<file path="src/swm_pkg.sv">
package swm_pkg;

  localparam int DATA_W          = 32;
  localparam int QUEUE_DEPTH_DEF = 16;
  localparam int MAX_RESULTS     = 16;
  localparam int CMDQ_DEPTH      = 2;

  typedef enum logic [1:0] {
    OP_PUSH_L = 2'd0,
    OP_PUSH_R = 2'd1,
    OP_END_L  = 2'd2,
    OP_END_R  = 2'd3
  } op_e;

  // Decoded transaction handed from the front to the merge engine
  typedef struct packed {
    logic              push;   // 1: push value, 0: end-of-stream marker
    logic              side;   // 0: left, 1: right
    logic [DATA_W-1:0] value;
  } cmd_t;

  typedef enum logic [1:0] {
    ST_IDLE,
    ST_RD,
    ST_CMP
  } state_e;

endpackage

</file>
<file path="src/swm_front.sv">
module swm_front (
  input  logic                          clk,
  input  logic                          rst_n,
  input  logic                          in_tvalid,
  output logic                          in_tready,
  input  logic [swm_pkg::DATA_W-1:0]    in_tdata,
  input  logic [1:0]                    in_tuser,
  output logic                          cmd_valid,
  input  logic                          cmd_ready,
  output swm_pkg::cmd_t                 cmd
);

  localparam int PW = $clog2(swm_pkg::CMDQ_DEPTH);
  localparam int CW = $clog2(swm_pkg::CMDQ_DEPTH + 1);

  swm_pkg::cmd_t q_r [swm_pkg::CMDQ_DEPTH];
  logic [PW-1:0] wr_ptr_r, wr_ptr_nxt;
  logic [PW-1:0] rd_ptr_r, rd_ptr_nxt;
  logic [CW-1:0] cnt_r, cnt_nxt;
  swm_pkg::cmd_t in_cmd;
  swm_pkg::op_e  op;
  logic          wr_en;
  logic          rd_en;

  always_comb begin
    op           = swm_pkg::op_e'(in_tuser);
    in_cmd.push  = (op inside {swm_pkg::OP_PUSH_L, swm_pkg::OP_PUSH_R});
    in_cmd.side  = (op inside {swm_pkg::OP_PUSH_R, swm_pkg::OP_END_R});
    in_cmd.value = in_tdata;
  end

  assign in_tready = (cnt_r != CW'(swm_pkg::CMDQ_DEPTH));
  assign cmd_valid = (cnt_r != '0);
  assign cmd       = q_r[rd_ptr_r];
  assign wr_en     = in_tvalid && in_tready;
  assign rd_en     = cmd_valid && cmd_ready;

  always_comb begin
    wr_ptr_nxt = wr_ptr_r;
    rd_ptr_nxt = rd_ptr_r;
    cnt_nxt    = cnt_r;
    if (wr_en) begin
      wr_ptr_nxt = (wr_ptr_r == PW'(swm_pkg::CMDQ_DEPTH - 1)) ? '0 : wr_ptr_r + 1'b1;
    end
    if (rd_en) begin
      rd_ptr_nxt = (rd_ptr_r == PW'(swm_pkg::CMDQ_DEPTH - 1)) ? '0 : rd_ptr_r + 1'b1;
    end
    if (wr_en && !rd_en) begin
      cnt_nxt = cnt_r + 1'b1;
    end else if (rd_en && !wr_en) begin
      cnt_nxt = cnt_r - 1'b1;
    end
  end

  always_ff @(posedge clk) begin
    if (!rst_n) begin
      wr_ptr_r <= '0;
      rd_ptr_r <= '0;
      cnt_r    <= '0;
    end else begin
      wr_ptr_r <= wr_ptr_nxt;
      rd_ptr_r <= rd_ptr_nxt;
      cnt_r    <= cnt_nxt;
    end
  end

  always_ff @(posedge clk) begin
    if (wr_en) begin
      q_r[wr_ptr_r] <= in_cmd;
    end
  end

endmodule

</file>
<file path="src/swm_back.sv">
module swm_back #(
  parameter int QUEUE_DEPTH = swm_pkg::QUEUE_DEPTH_DEF
) (
  input  logic                          clk,
  input  logic                          rst_n,
  input  logic                          cmd_valid,
  output logic                          cmd_ready,
  input  swm_pkg::cmd_t                 cmd,
  output logic                          out_tvalid,
  input  logic                          out_tready,
  output logic [swm_pkg::DATA_W-1:0]    out_tdata,
  output logic [2:0]                    out_tuser,
  output logic                          out_tlast
);

  localparam int PW = $clog2(QUEUE_DEPTH);
  localparam int CW = $clog2(QUEUE_DEPTH + 1);
  localparam int NW = $clog2(swm_pkg::MAX_RESULTS + 1);
  localparam int DW = swm_pkg::DATA_W;

  logic [DW-1:0] l_mem [QUEUE_DEPTH];
  logic [DW-1:0] r_mem [QUEUE_DEPTH];

  swm_pkg::state_e state_r, state_nxt;
  logic [PW-1:0]   l_head_r, l_tail_r, r_head_r, r_tail_r;
  logic [CW-1:0]   l_cnt_r, r_cnt_r;
  logic            l_end_r, r_end_r, drop_r;
  logic [NW-1:0]   n_r;
  logic [DW-1:0]   l_rd_r, r_rd_r;

  logic            out_valid_r;
  logic [DW-1:0]   out_data_r;
  logic [2:0]      out_user_r;
  logic            out_last_r;

  logic            l_ne, r_ne, can_take, take_left, more, done_now, done_after;
  logic [CW-1:0]   l_cnt_a, r_cnt_a;
  logic            out_space;
  logic            accept, l_full, r_full, l_wr, r_wr;
  logic            emit, pop_l, pop_r;
  logic            emit_has, emit_fin, emit_last;
  logic [DW-1:0]   emit_val;

  function automatic logic [PW-1:0] ptr_inc(input logic [PW-1:0] p);
    return (p == PW'(QUEUE_DEPTH - 1)) ? '0 : p + 1'b1;
  endfunction

  assign l_ne      = (l_cnt_r != '0);
  assign r_ne      = (r_cnt_r != '0);
  assign can_take  = (l_ne && r_ne) || (l_ne && r_end_r) || (r_ne && l_end_r);
  assign take_left = (l_ne && r_ne) ? ($signed(l_rd_r) <= $signed(r_rd_r)) : l_ne;
  assign l_cnt_a   = l_cnt_r - CW'(take_left);
  assign r_cnt_a   = r_cnt_r - CW'(!take_left);
  // Whether another element can follow depends on the result count, occupancy and end flags
  assign more      = ((NW'(n_r) + 1'b1) < NW'(swm_pkg::MAX_RESULTS)) &&
                     (((l_cnt_a != '0) && (r_cnt_a != '0)) ||
                      ((l_cnt_a != '0) && r_end_r) || ((r_cnt_a != '0) && l_end_r));
  assign done_now   = l_end_r && r_end_r && !l_ne && !r_ne;
  assign done_after = l_end_r && r_end_r && (l_cnt_a == '0) && (r_cnt_a == '0);
  assign out_space  = !out_valid_r || out_tready;
  assign l_full     = (l_cnt_r == CW'(QUEUE_DEPTH));
  assign r_full     = (r_cnt_r == CW'(QUEUE_DEPTH));

  always_comb begin
    state_nxt = state_r;
    case (state_r)
      swm_pkg::ST_IDLE: begin
        if (cmd_valid) begin
          state_nxt = swm_pkg::ST_RD;
        end
      end
      swm_pkg::ST_RD: begin
        state_nxt = swm_pkg::ST_CMP;
      end
      swm_pkg::ST_CMP: begin
        if (can_take) begin
          if (out_space) begin
            state_nxt = more ? swm_pkg::ST_RD : swm_pkg::ST_IDLE;
          end
        end else if (drop_r || done_now) begin
          if (out_space) begin
            state_nxt = swm_pkg::ST_IDLE;
          end
        end else begin
          state_nxt = swm_pkg::ST_IDLE;
        end
      end
      default: begin
        state_nxt = swm_pkg::ST_IDLE;
      end
    endcase
  end

  always_comb begin
    cmd_ready = 1'b0;
    accept    = 1'b0;
    l_wr      = 1'b0;
    r_wr      = 1'b0;
    emit      = 1'b0;
    pop_l     = 1'b0;
    pop_r     = 1'b0;
    emit_has  = 1'b0;
    emit_val  = '0;
    emit_fin  = 1'b0;
    emit_last = 1'b1;
    case (state_r)
      swm_pkg::ST_IDLE: begin
        cmd_ready = 1'b1;
        accept    = cmd_valid;
        l_wr      = cmd_valid && cmd.push && !cmd.side && !l_full;
        r_wr      = cmd_valid && cmd.push && cmd.side && !r_full;
      end
      swm_pkg::ST_CMP: begin
        if (can_take) begin
          emit      = out_space;
          pop_l     = out_space && take_left;
          pop_r     = out_space && !take_left;
          emit_has  = 1'b1;
          emit_val  = take_left ? l_rd_r : r_rd_r;
          emit_fin  = !more && done_after;
          emit_last = !more;
        end else if (drop_r || done_now) begin
          emit     = out_space;
          emit_fin = done_now;
        end
      end
      default: begin
        cmd_ready = 1'b0;
      end
    endcase
  end

  always_ff @(posedge clk) begin
    if (!rst_n) begin
      state_r  <= swm_pkg::ST_IDLE;
      l_head_r <= '0;
      l_tail_r <= '0;
      r_head_r <= '0;
      r_tail_r <= '0;
      l_cnt_r  <= '0;
      r_cnt_r  <= '0;
      l_end_r  <= 1'b0;
      r_end_r  <= 1'b0;
      drop_r   <= 1'b0;
      n_r      <= '0;
    end else begin
      state_r <= state_nxt;
      if (accept) begin
        n_r    <= '0;
        drop_r <= cmd.push && (cmd.side ? r_full : l_full);
        if (!cmd.push && !cmd.side) begin
          l_end_r <= 1'b1;
        end
        if (!cmd.push && cmd.side) begin
          r_end_r <= 1'b1;
        end
      end
      if (l_wr) begin
        l_tail_r <= ptr_inc(l_tail_r);
        l_cnt_r  <= l_cnt_r + 1'b1;
      end
      if (r_wr) begin
        r_tail_r <= ptr_inc(r_tail_r);
        r_cnt_r  <= r_cnt_r + 1'b1;
      end
      if (pop_l) begin
        l_head_r <= ptr_inc(l_head_r);
        l_cnt_r  <= l_cnt_r - 1'b1;
      end
      if (pop_r) begin
        r_head_r <= ptr_inc(r_head_r);
        r_cnt_r  <= r_cnt_r - 1'b1;
      end
      if (pop_l || pop_r) begin
        n_r <= n_r + 1'b1;
      end
    end
  end

  // Queue memories: one write port, registered read at the head
  always_ff @(posedge clk) begin
    if (l_wr) begin
      l_mem[l_tail_r] <= cmd.value;
    end
    l_rd_r <= l_mem[l_head_r];
  end

  always_ff @(posedge clk) begin
    if (r_wr) begin
      r_mem[r_tail_r] <= cmd.value;
    end
    r_rd_r <= r_mem[r_head_r];
  end

  always_ff @(posedge clk) begin
    if (!rst_n) begin
      out_valid_r <= 1'b0;
    end else if (emit) begin
      out_valid_r <= 1'b1;
    end else if (out_tready) begin
      out_valid_r <= 1'b0;
    end
  end

  always_ff @(posedge clk) begin
    if (emit) begin
      out_data_r <= emit_val;
      out_user_r <= {emit_fin, drop_r, emit_has};
      out_last_r <= emit_last;
    end
  end

  assign out_tvalid = out_valid_r;
  assign out_tdata  = out_data_r;
  assign out_tuser  = out_user_r;
  assign out_tlast  = out_last_r;

endmodule

</file>
<file path="src/two_way_sorted_stream_merge_core.sv">
// Two-way merge node: merges two ascending signed 32-bit streams into one
// ascending stream, left first on ties. in_tuser selects push-left, push-right,
// left-ended or right-ended; a push into a full queue is discarded and flagged.
// A two-entry input queue takes transactions while the merge engine works. The
// engine handles one transaction at a time and emits n elements for it (at most
// 16): every element takes a registered read of the queue memory heads, then a
// compare and emit; a stalled output holds the compare.
// After both ends, the final element carries finished; with nothing left to
// emit, one empty result with finished (or dropped) and tlast is given.
module two_way_sorted_stream_merge_core #(
  parameter int QUEUE_DEPTH = swm_pkg::QUEUE_DEPTH_DEF
) (
  input  logic                          clk,
  input  logic                          rst_n,
  input  logic                          in_tvalid,
  output logic                          in_tready,
  input  logic [swm_pkg::DATA_W-1:0]    in_tdata,   // [31:0] value
  input  logic [1:0]                    in_tuser,   // [1:0] op
  output logic                          out_tvalid,
  input  logic                          out_tready,
  output logic [swm_pkg::DATA_W-1:0]    out_tdata,  // [31:0] merged_value
  output logic [2:0]                    out_tuser,  // [0] has_value, [1] dropped, [2] finished
  output logic                          out_tlast
);

  logic          cmd_valid;
  logic          cmd_ready;
  swm_pkg::cmd_t cmd;

  swm_front u_front (
    .clk       (clk),
    .rst_n     (rst_n),
    .in_tvalid (in_tvalid),
    .in_tready (in_tready),
    .in_tdata  (in_tdata),
    .in_tuser  (in_tuser),
    .cmd_valid (cmd_valid),
    .cmd_ready (cmd_ready),
    .cmd       (cmd)
  );

  swm_back #(
    .QUEUE_DEPTH (QUEUE_DEPTH)
  ) u_back (
    .clk        (clk),
    .rst_n      (rst_n),
    .cmd_valid  (cmd_valid),
    .cmd_ready  (cmd_ready),
    .cmd        (cmd),
    .out_tvalid (out_tvalid),
    .out_tready (out_tready),
    .out_tdata  (out_tdata),
    .out_tuser  (out_tuser),
    .out_tlast  (out_tlast)
  );

endmodule

</file>
<file path="config.mk">
export PLATFORM = sky130hd
export DESIGN_NAME = two_way_sorted_stream_merge_core
export DESIGN_NICKNAME = d
export VERILOG_FILES = /design/src/swm_pkg.sv /design/src/swm_front.sv /design/src/swm_back.sv /design/src/two_way_sorted_stream_merge_core.sv
export SDC_FILE = /design/constraint.sdc
export NUM_CORES = 1
export LEC_CHECK = 0
export BUFFER_PORTS_ARGS = -buffer_cell sky130_fd_sc_hd__buf_2
export CAP_MARGIN = 15
export CORE_ASPECT_RATIO = 0.75
export CORE_MARGIN = 3
export CORE_UTILIZATION = 45
export CTS_CLUSTER_SIZE = 12
export DETAILED_ROUTE_END_ITERATION = 7
export PLACE_DENSITY = 0.67
export SKIP_CTS_REPAIR_TIMING = 1
export SYNTH_ARGS = -nofsm -noshare
export SYNTH_HDL_FRONTEND = slang
export SYNTH_SLANG_ARGS = --single-unit
export TNS_END_PERCENT = 10
</file>
<file path="constraint.sdc">
create_clock -name clk -period 13 [get_ports clk]
set_clock_uncertainty 0.1 [all_clocks]
set_input_delay 0.65 -clock clk [delete_from_list [all_inputs] [get_ports clk]]
set_output_delay 0.65 -clock clk [all_outputs]
set_load 0.01 [all_outputs]
</file>
# After elaboration in Yosys (flattened, before gate mapping)
# Memory sizes are Yosys's and may differ from the RTL's. A register that Yosys moved wholly into a read port is not among the register bits.
# Cells that the tools add are included.
[totals]
reg_bits = 77
mem_bits_rw = 1092
input_bits = 38
out_inout_bits = 38
elab_cells = 166
memories = 3
[classes]
add_sub_neg = 15
n_lt_le_gt_ge = 2
n_eq_ne = 14
muxes = 48
n_reduce_logical = 65
[mem_list]
columns = ["memory", "words", "word_bits", "read_ports", "rd_ports_with_merged_regs", "wr", "line_no", "rtl"]
rows = [
  ["u_back.l_mem", 16, 32, 1, 1, 1, "swm_back.sv:21", "logic [DW-1:0] l_mem [QUEUE_DEPTH];"],
  ["u_back.r_mem", 16, 32, 1, 1, 1, "swm_back.sv:22", "logic [DW-1:0] r_mem [QUEUE_DEPTH];"],
  ["u_front.q_r", 2, 34, 1, 1, 1, "swm_front.sv:16", "swm_pkg::cmd_t q_r [swm_pkg::CMDQ_DEPTH];"],
]
[op_table]
columns = ["operator", "count"]
rows = [
  ["<= comparator 32 bit", 1],
  ["two-way mux 32 bit", 1],
  ["two-way mux 5 bit", 6],
  ["two-way mux 1 bit", 29],
  ["logical AND 1 bit", 27],
  ["nonzero test 5 bit", 4],
  ["adder 4 x 1 -> 4 bit, second input constant", 4],
  ["equality test 4 bit, second input constant", 4],
  ["two-way mux 4 bit", 4],
  ["nonzero test 2 bit", 8],
  ["adder 5 x 1 -> 5 bit, second input constant", 3],
  ["two-way mux 2 bit", 7],
  ["logical NOT 1 bit", 11],
  ["equality test 5 bit, second input constant", 2],
  ["logical NOT 5 bit", 2],
  ["subtractor 5 x 1 -> 5 bit", 2],
  ["subtractor 5 x 1 -> 5 bit, second input constant", 2],
  ["logical OR 1 bit", 7],
  ["case mux 2 bit (3 select lines)", 1],
  ["AND reduction 2 bit", 3],
  ["< comparator 5 bit, second input constant", 1],
  ["equality test 2 x 1 -> 1 bit, second input constant", 2],
  ["equality test 2 bit, second input constant", 2],
  ["logical NOT 2 bit", 2],
  ["other kinds (8)", 9],
]

# Logic depth before layout (Yosys ltp)
[logic_depth]
ltp_word = 14
mapped_depth = 17
mapped_depth_nobuf = 17

# By module
# From an unflattened synthesis, not the netlist that was laid out.
[hier_totals]
cells_unflattened = 2181
area_unflattened_um2 = 47126.4
[modules_own_cells]
columns = ["mod", "instances", "cells_each", "area_each_um2", "seq_area_each_um2"]
rows = [
  ["swm_back", 1, 2049, 44426.4, 33852.5],
  ["swm_front", 1, 132, 2700.1, 2142.1],
]

# Least setup slack after synthesis
# OpenSTA, ideal clock, no wires.
[synth_path]
kind = "register to register"
startpoint = "register (tool-made name)"
endpoint = "memory u_back.l_mem[0][0] in the netlist's numbering, enable pin"
arrival_time_ns = 3.965
required_ns = 12.439
setup_slack_ns = 8.474
path_stages_with_launch = 8
n_path_buf = 2
cell_sequence = "dfxtp_1 > clkbuf_1 > mux2i_1 > a21boi_0 > and2_1 > clkbuf_1 > nand2_1 > nor3_1"
[synth_rtl]
columns = ["item", "line_no"]
rows = [
  ["end: declaration", "swm_back.sv:21"],
]

# Final worst setup path
[layout_path]
startpoint = "register u_back.r_rd_r[10], read port of u_back.r_mem"
endpoint = "register u_back.r_cnt_r[4]"
[layout_via]
elab_chain_len = 7
elab_cells_between_ends = 8
[layout_rtl]
columns = ["item", "line_no", "rtl"]
rows = [
  ["start: declaration", "swm_back.sv:29", "logic [DW-1:0] l_rd_r, r_rd_r;"],
  ["<= comparator 32 bit *", "swm_back.sv:51", "assign take_left = (l_ne && r_ne) ? ($signed(l_rd_r) <= $signed(r_rd_r)) : l_ne;"],
  ["two-way mux 1 bit *", "swm_back.sv:51", ""],
  ["logical NOT 1 bit *", "swm_back.sv:117", "pop_r = out_space && !take_left;"],
  ["logical AND 1 bit *", "swm_back.sv:117", ""],
  ["two-way mux 1 bit *", "swm_back.sv:114", "if (can_take) begin"],
  ["two-way mux 1 bit *", "swm_back.sv:106", "case (state_r)"],
  ["net u_back.pop_r", "swm_back.sv:40", "logic emit, pop_l, pop_r;"],
  ["two-way mux 5 bit or nonzero test 2 bit (tied branches)", "--", ""],
  ["end signal: assignment", "swm_back.sv:164", "r_cnt_r <= r_cnt_r + 1'b1;"],
  ["end signal: assignment", "swm_back.sv:172", "r_cnt_r <= r_cnt_r - 1'b1;"],
  ["end: declaration", "swm_back.sv:26", "logic [CW-1:0] l_cnt_r, r_cnt_r;"],
]
# The timed path passes the listed nets; every way through them passes the cells marked *.
# A chain may end at the register's enable or synchronous reset.

==> impl_metrics.yaml <==
route:
  drt_iter0_drc: 2683
  wl_per_cell_um: 28.2
  via_count: 22400
  routed_wl_um: 106000
  drt_first_pass_iters: 7
  drc: 0
  antenna_left: 0
  post_drt_via_cell_ratio: 5.98
clock_network:
  clk_latency_ns: 0.71
  htreeDepth: 3
  path_clk_slew_ns: 0.06
  cts.sinks: 1234
  root_buffer: "clkbuf_16"
  cts_tree: "built"
  clk_path_buf_depth: 3
  cts_made_buffers: 116
synthesis:
  synth_edf_count: 1128
  synth_common_cells: "edfxtp_1, mux4_2, nand2_1, dfxtp_1, a21oi_1"
  yosysTopAreaCell: "edfxtp_1"
  synth_warnings: 0
  ys_seq_elements: 1234
  synthFlopType: "edfxtp_1"
  synthCells: 2189
  synthArstFlopShare: 0
  syn_area_per_cell_um2: 21.5
  synthTopCellsByArea: "edfxtp_1, mux4_2, dfxtp_1, ha_1, nand2_1"
  ys_seq_area_frac: 0.765
  syn_nets: 2281
  synth.most_common_cell: "edfxtp_1"
  yosysUniqueCellTypes: 65
  synth_top_area_share: 0.720
  netlist_area_um2: 47000
min_path:
  holdPathEnd: "u_front.q_r[1][18]"
  worstHoldPathCells: 1
  min_path_type: "in -> reg"
  min_from: "in_tdata[18]"
floorplanning:
  dieArea_um2: 108000
  die_x_um: 379
  num_io_pins: 76
  placementRows: 102
  core_um2: 103000
  die_y_um: 286
  start_util: 0.455
pwr:
  p_leak_nw: 16.3
  p_per_area_nw_per_um2: 166
  ir_drop_mv: 0.111
finish:
  nets: 2422
  fin_cells: 3746
  regArea_um2: 36000
  fill_cells: 7968
  finalInstanceArea_um2: 52700
  drive_gt1_frac: 0.277
  multi_input_area_um2: 10600
  area_growth_pct: 12.1
  fin_util: 0.510
worst_setup_path:
  r2r_end: "u_back.r_cnt_r[4]"
  rr_startpoint: "u_back.r_rd_r[10]"
  path_cells: "inv_1 > ha_1 > nand4_1 > nor4_1 > a21boi_1 > and2_4 > a2bb2o_4 > nor2_4 > inv_2 > nand2_1 > inv_1 > ha_1 > a21o_1 > a21oi_1 > o211ai_1 > nand3_1 > nor3b_1"
  max_stage_delay_ns: 0.82
  cp.required_ns: 13.52
  worst-path-max-fanout: 39
  cp-end-kind: "flop"
  ff2ff_path_depth: 17
  rrSetupSlack_ns: 7.22
  critPathSlowestCell: "nor4_1"
  cp.arrival_ns: 6.30
  cp-start-kind: "flop"
  critPathKind: "reg -> reg"
status:
  status: "complete, no violations"
timing:
  slew_headroom: 0.264
  setup_violations: 0
  period_share: 0.445
  maxSlewViolCount: 0
  hold_viol_final: 0
  worst_pin_slew_ns: 1.10
  fin_setup_tns_ns: 0
  finalCriticalPeriod_ns: 5.78
  worst_hold_slack_ns: 0.0335
  max_freq_ghz: 0.173
  grt_setup_unrepaired: "no"
placement:
  dp_hpwl_um: 58300
  dpl.cell_count: 3561
  place_congestion: 0.888
  port_buffers: 75
  postPlaceCellArea_um2: 49300
global_route:
  grt_pass1_vias: 22900
  grt_overflow: 0
  grt_pass1_wl_um: 155000
  grt_antenna_before_repair: 4
  grt_max_degree: 96
  grt_usage: 0.198
job:
  cap_violations: 0
[how the worst max path moves through the flow]
stage	from	end	slack, ns	cells past startpoint
2_1_floorplan	flop	u_back.l_mem[0][0]	8.47	7
3_3_place_gp	u_back.r_rd_r[14]	u_back.r_cnt_r[4]	7.61	17
3_5_place_dp	u_back.r_rd_r[14]	u_back.r_cnt_r[4]	7.49	17
4_1_cts	u_back.r_rd_r[14]	u_back.r_cnt_r[4]	7.46	17
5_1_grt	u_back.r_rd_r[14]	u_back.r_cnt_r[4]	6.89	17
6_report	u_back.r_rd_r[10]	u_back.r_cnt_r[4]	7.22	17
[routing by layer]
layer  routed length, µm  global-route usage  part of all wire  up-vias
met3                9970              0.0468             0.094      149
met2               48500               0.297              0.46     1008
met5                  13                   0           0.00012        -
met1               45100               0.294              0.43    12000
li1                    -                   -                 -     9236
met4                2060              0.0493             0.020        2
[flip-flops by register name, indices dropped and copies added (netlist names), 32 cells and up, named ones only]
signal            count
u_back.l_mem        512
u_back.r_rd_r        32
u_back.out_tdata     32
u_front.q_r          68
u_back.r_mem        512
u_back.l_rd_r        32
[final cells by class]
cell class,count,area share
Timing Repair Buffer,124,0.0146
Multi-Input combinational cell,801,0.202
Clock buffer,175,0.0624
Sequential cell,1234,0.683
Tap cell,1352,0.0321
Inverter,53,0.00380
Clock inverter,6,0.00209
Antenna cell,1,0.0000475
[power breakdown]
part | total, W | internal (W) | switching (W)
Clock | 0.00312 | 0.00176 | 0.00136
Combinational | 0.000820 | 0.000216 | 0.000604
Sequential | 0.00482 | 0.00475 | 0.0000680
[worst max-delay path: cells and delay by family (launching register included)]
kind            cells  cell delay (ns)
buf+inv             3             0.79
fa+ha+maj           2             0.69
compound gates      5             0.99
simple gates        7             2.78
flops               1             0.34
[through the flow]
step / total power (W) / setup WS [ns]
5_1_grt: 0.00908 / 6.89
2_1_floorplan: 0.00540 / 8.47
6_report: 0.00876 / 7.22
3_5_place_dp: 0.00573 / 7.49
4_1_cts: 0.00885 / 7.46
3_3_place_gp: 0.00567 / 7.61
[cells in the final DEF, fill, tap and decap left out, types with 6 or more instances in the layout]
| cell | Yosys | routed |
|---|---|---|
| edfxtp_1 | 1128 | 1128 |
| mux4_2 | 320 | 320 |
| clkbuf_16 | 0 | 121 |
| nand2_1 | 108 | 108 |
| dfxtp_1 | 106 | 97 |
| buf_2 | 15 | 75 |
| a21oi_1 | 66 | 66 |
| ha_1 | 52 | 52 |
| inv_1 | 51 | 51 |
| clkbuf_1 | 61 | 48 |
| buf_4 | 0 | 43 |
| nor2_1 | 61 | 36 |
| mux2_2 | 32 | 32 |
| nor2_4 | 1 | 26 |
| mux2i_1 | 14 | 14 |
| nand4_1 | 12 | 12 |
| o21ai_0 | 12 | 12 |
| nand2b_1 | 10 | 10 |
| xnor2_1 | 10 | 10 |
| nor3_2 | 1 | 9 |
| nand3_1 | 8 | 8 |
| nor3_1 | 15 | 7 |
| a21o_1 | 6 | 6 |
| xor2_1 | 6 | 6 |
| clkbuf_8 | 0 | 6 |
[cells by family after synthesis]
logic type | after synthesis | synth area share
flip-flops | 1234 | 0.765
XOR/XNOR | 16 | 0.00298
adder cells (fa/ha/maj) | 54 | 0.0147
AO/OA/AOI/OAI | 120 | 0.0158
buffers and inverters | 154 | 0.0134
multiplexers | 366 | 0.164
AND/OR/NAND/NOR | 245 | 0.0238
Note: power is estimated with default switching activity, not from simulation.
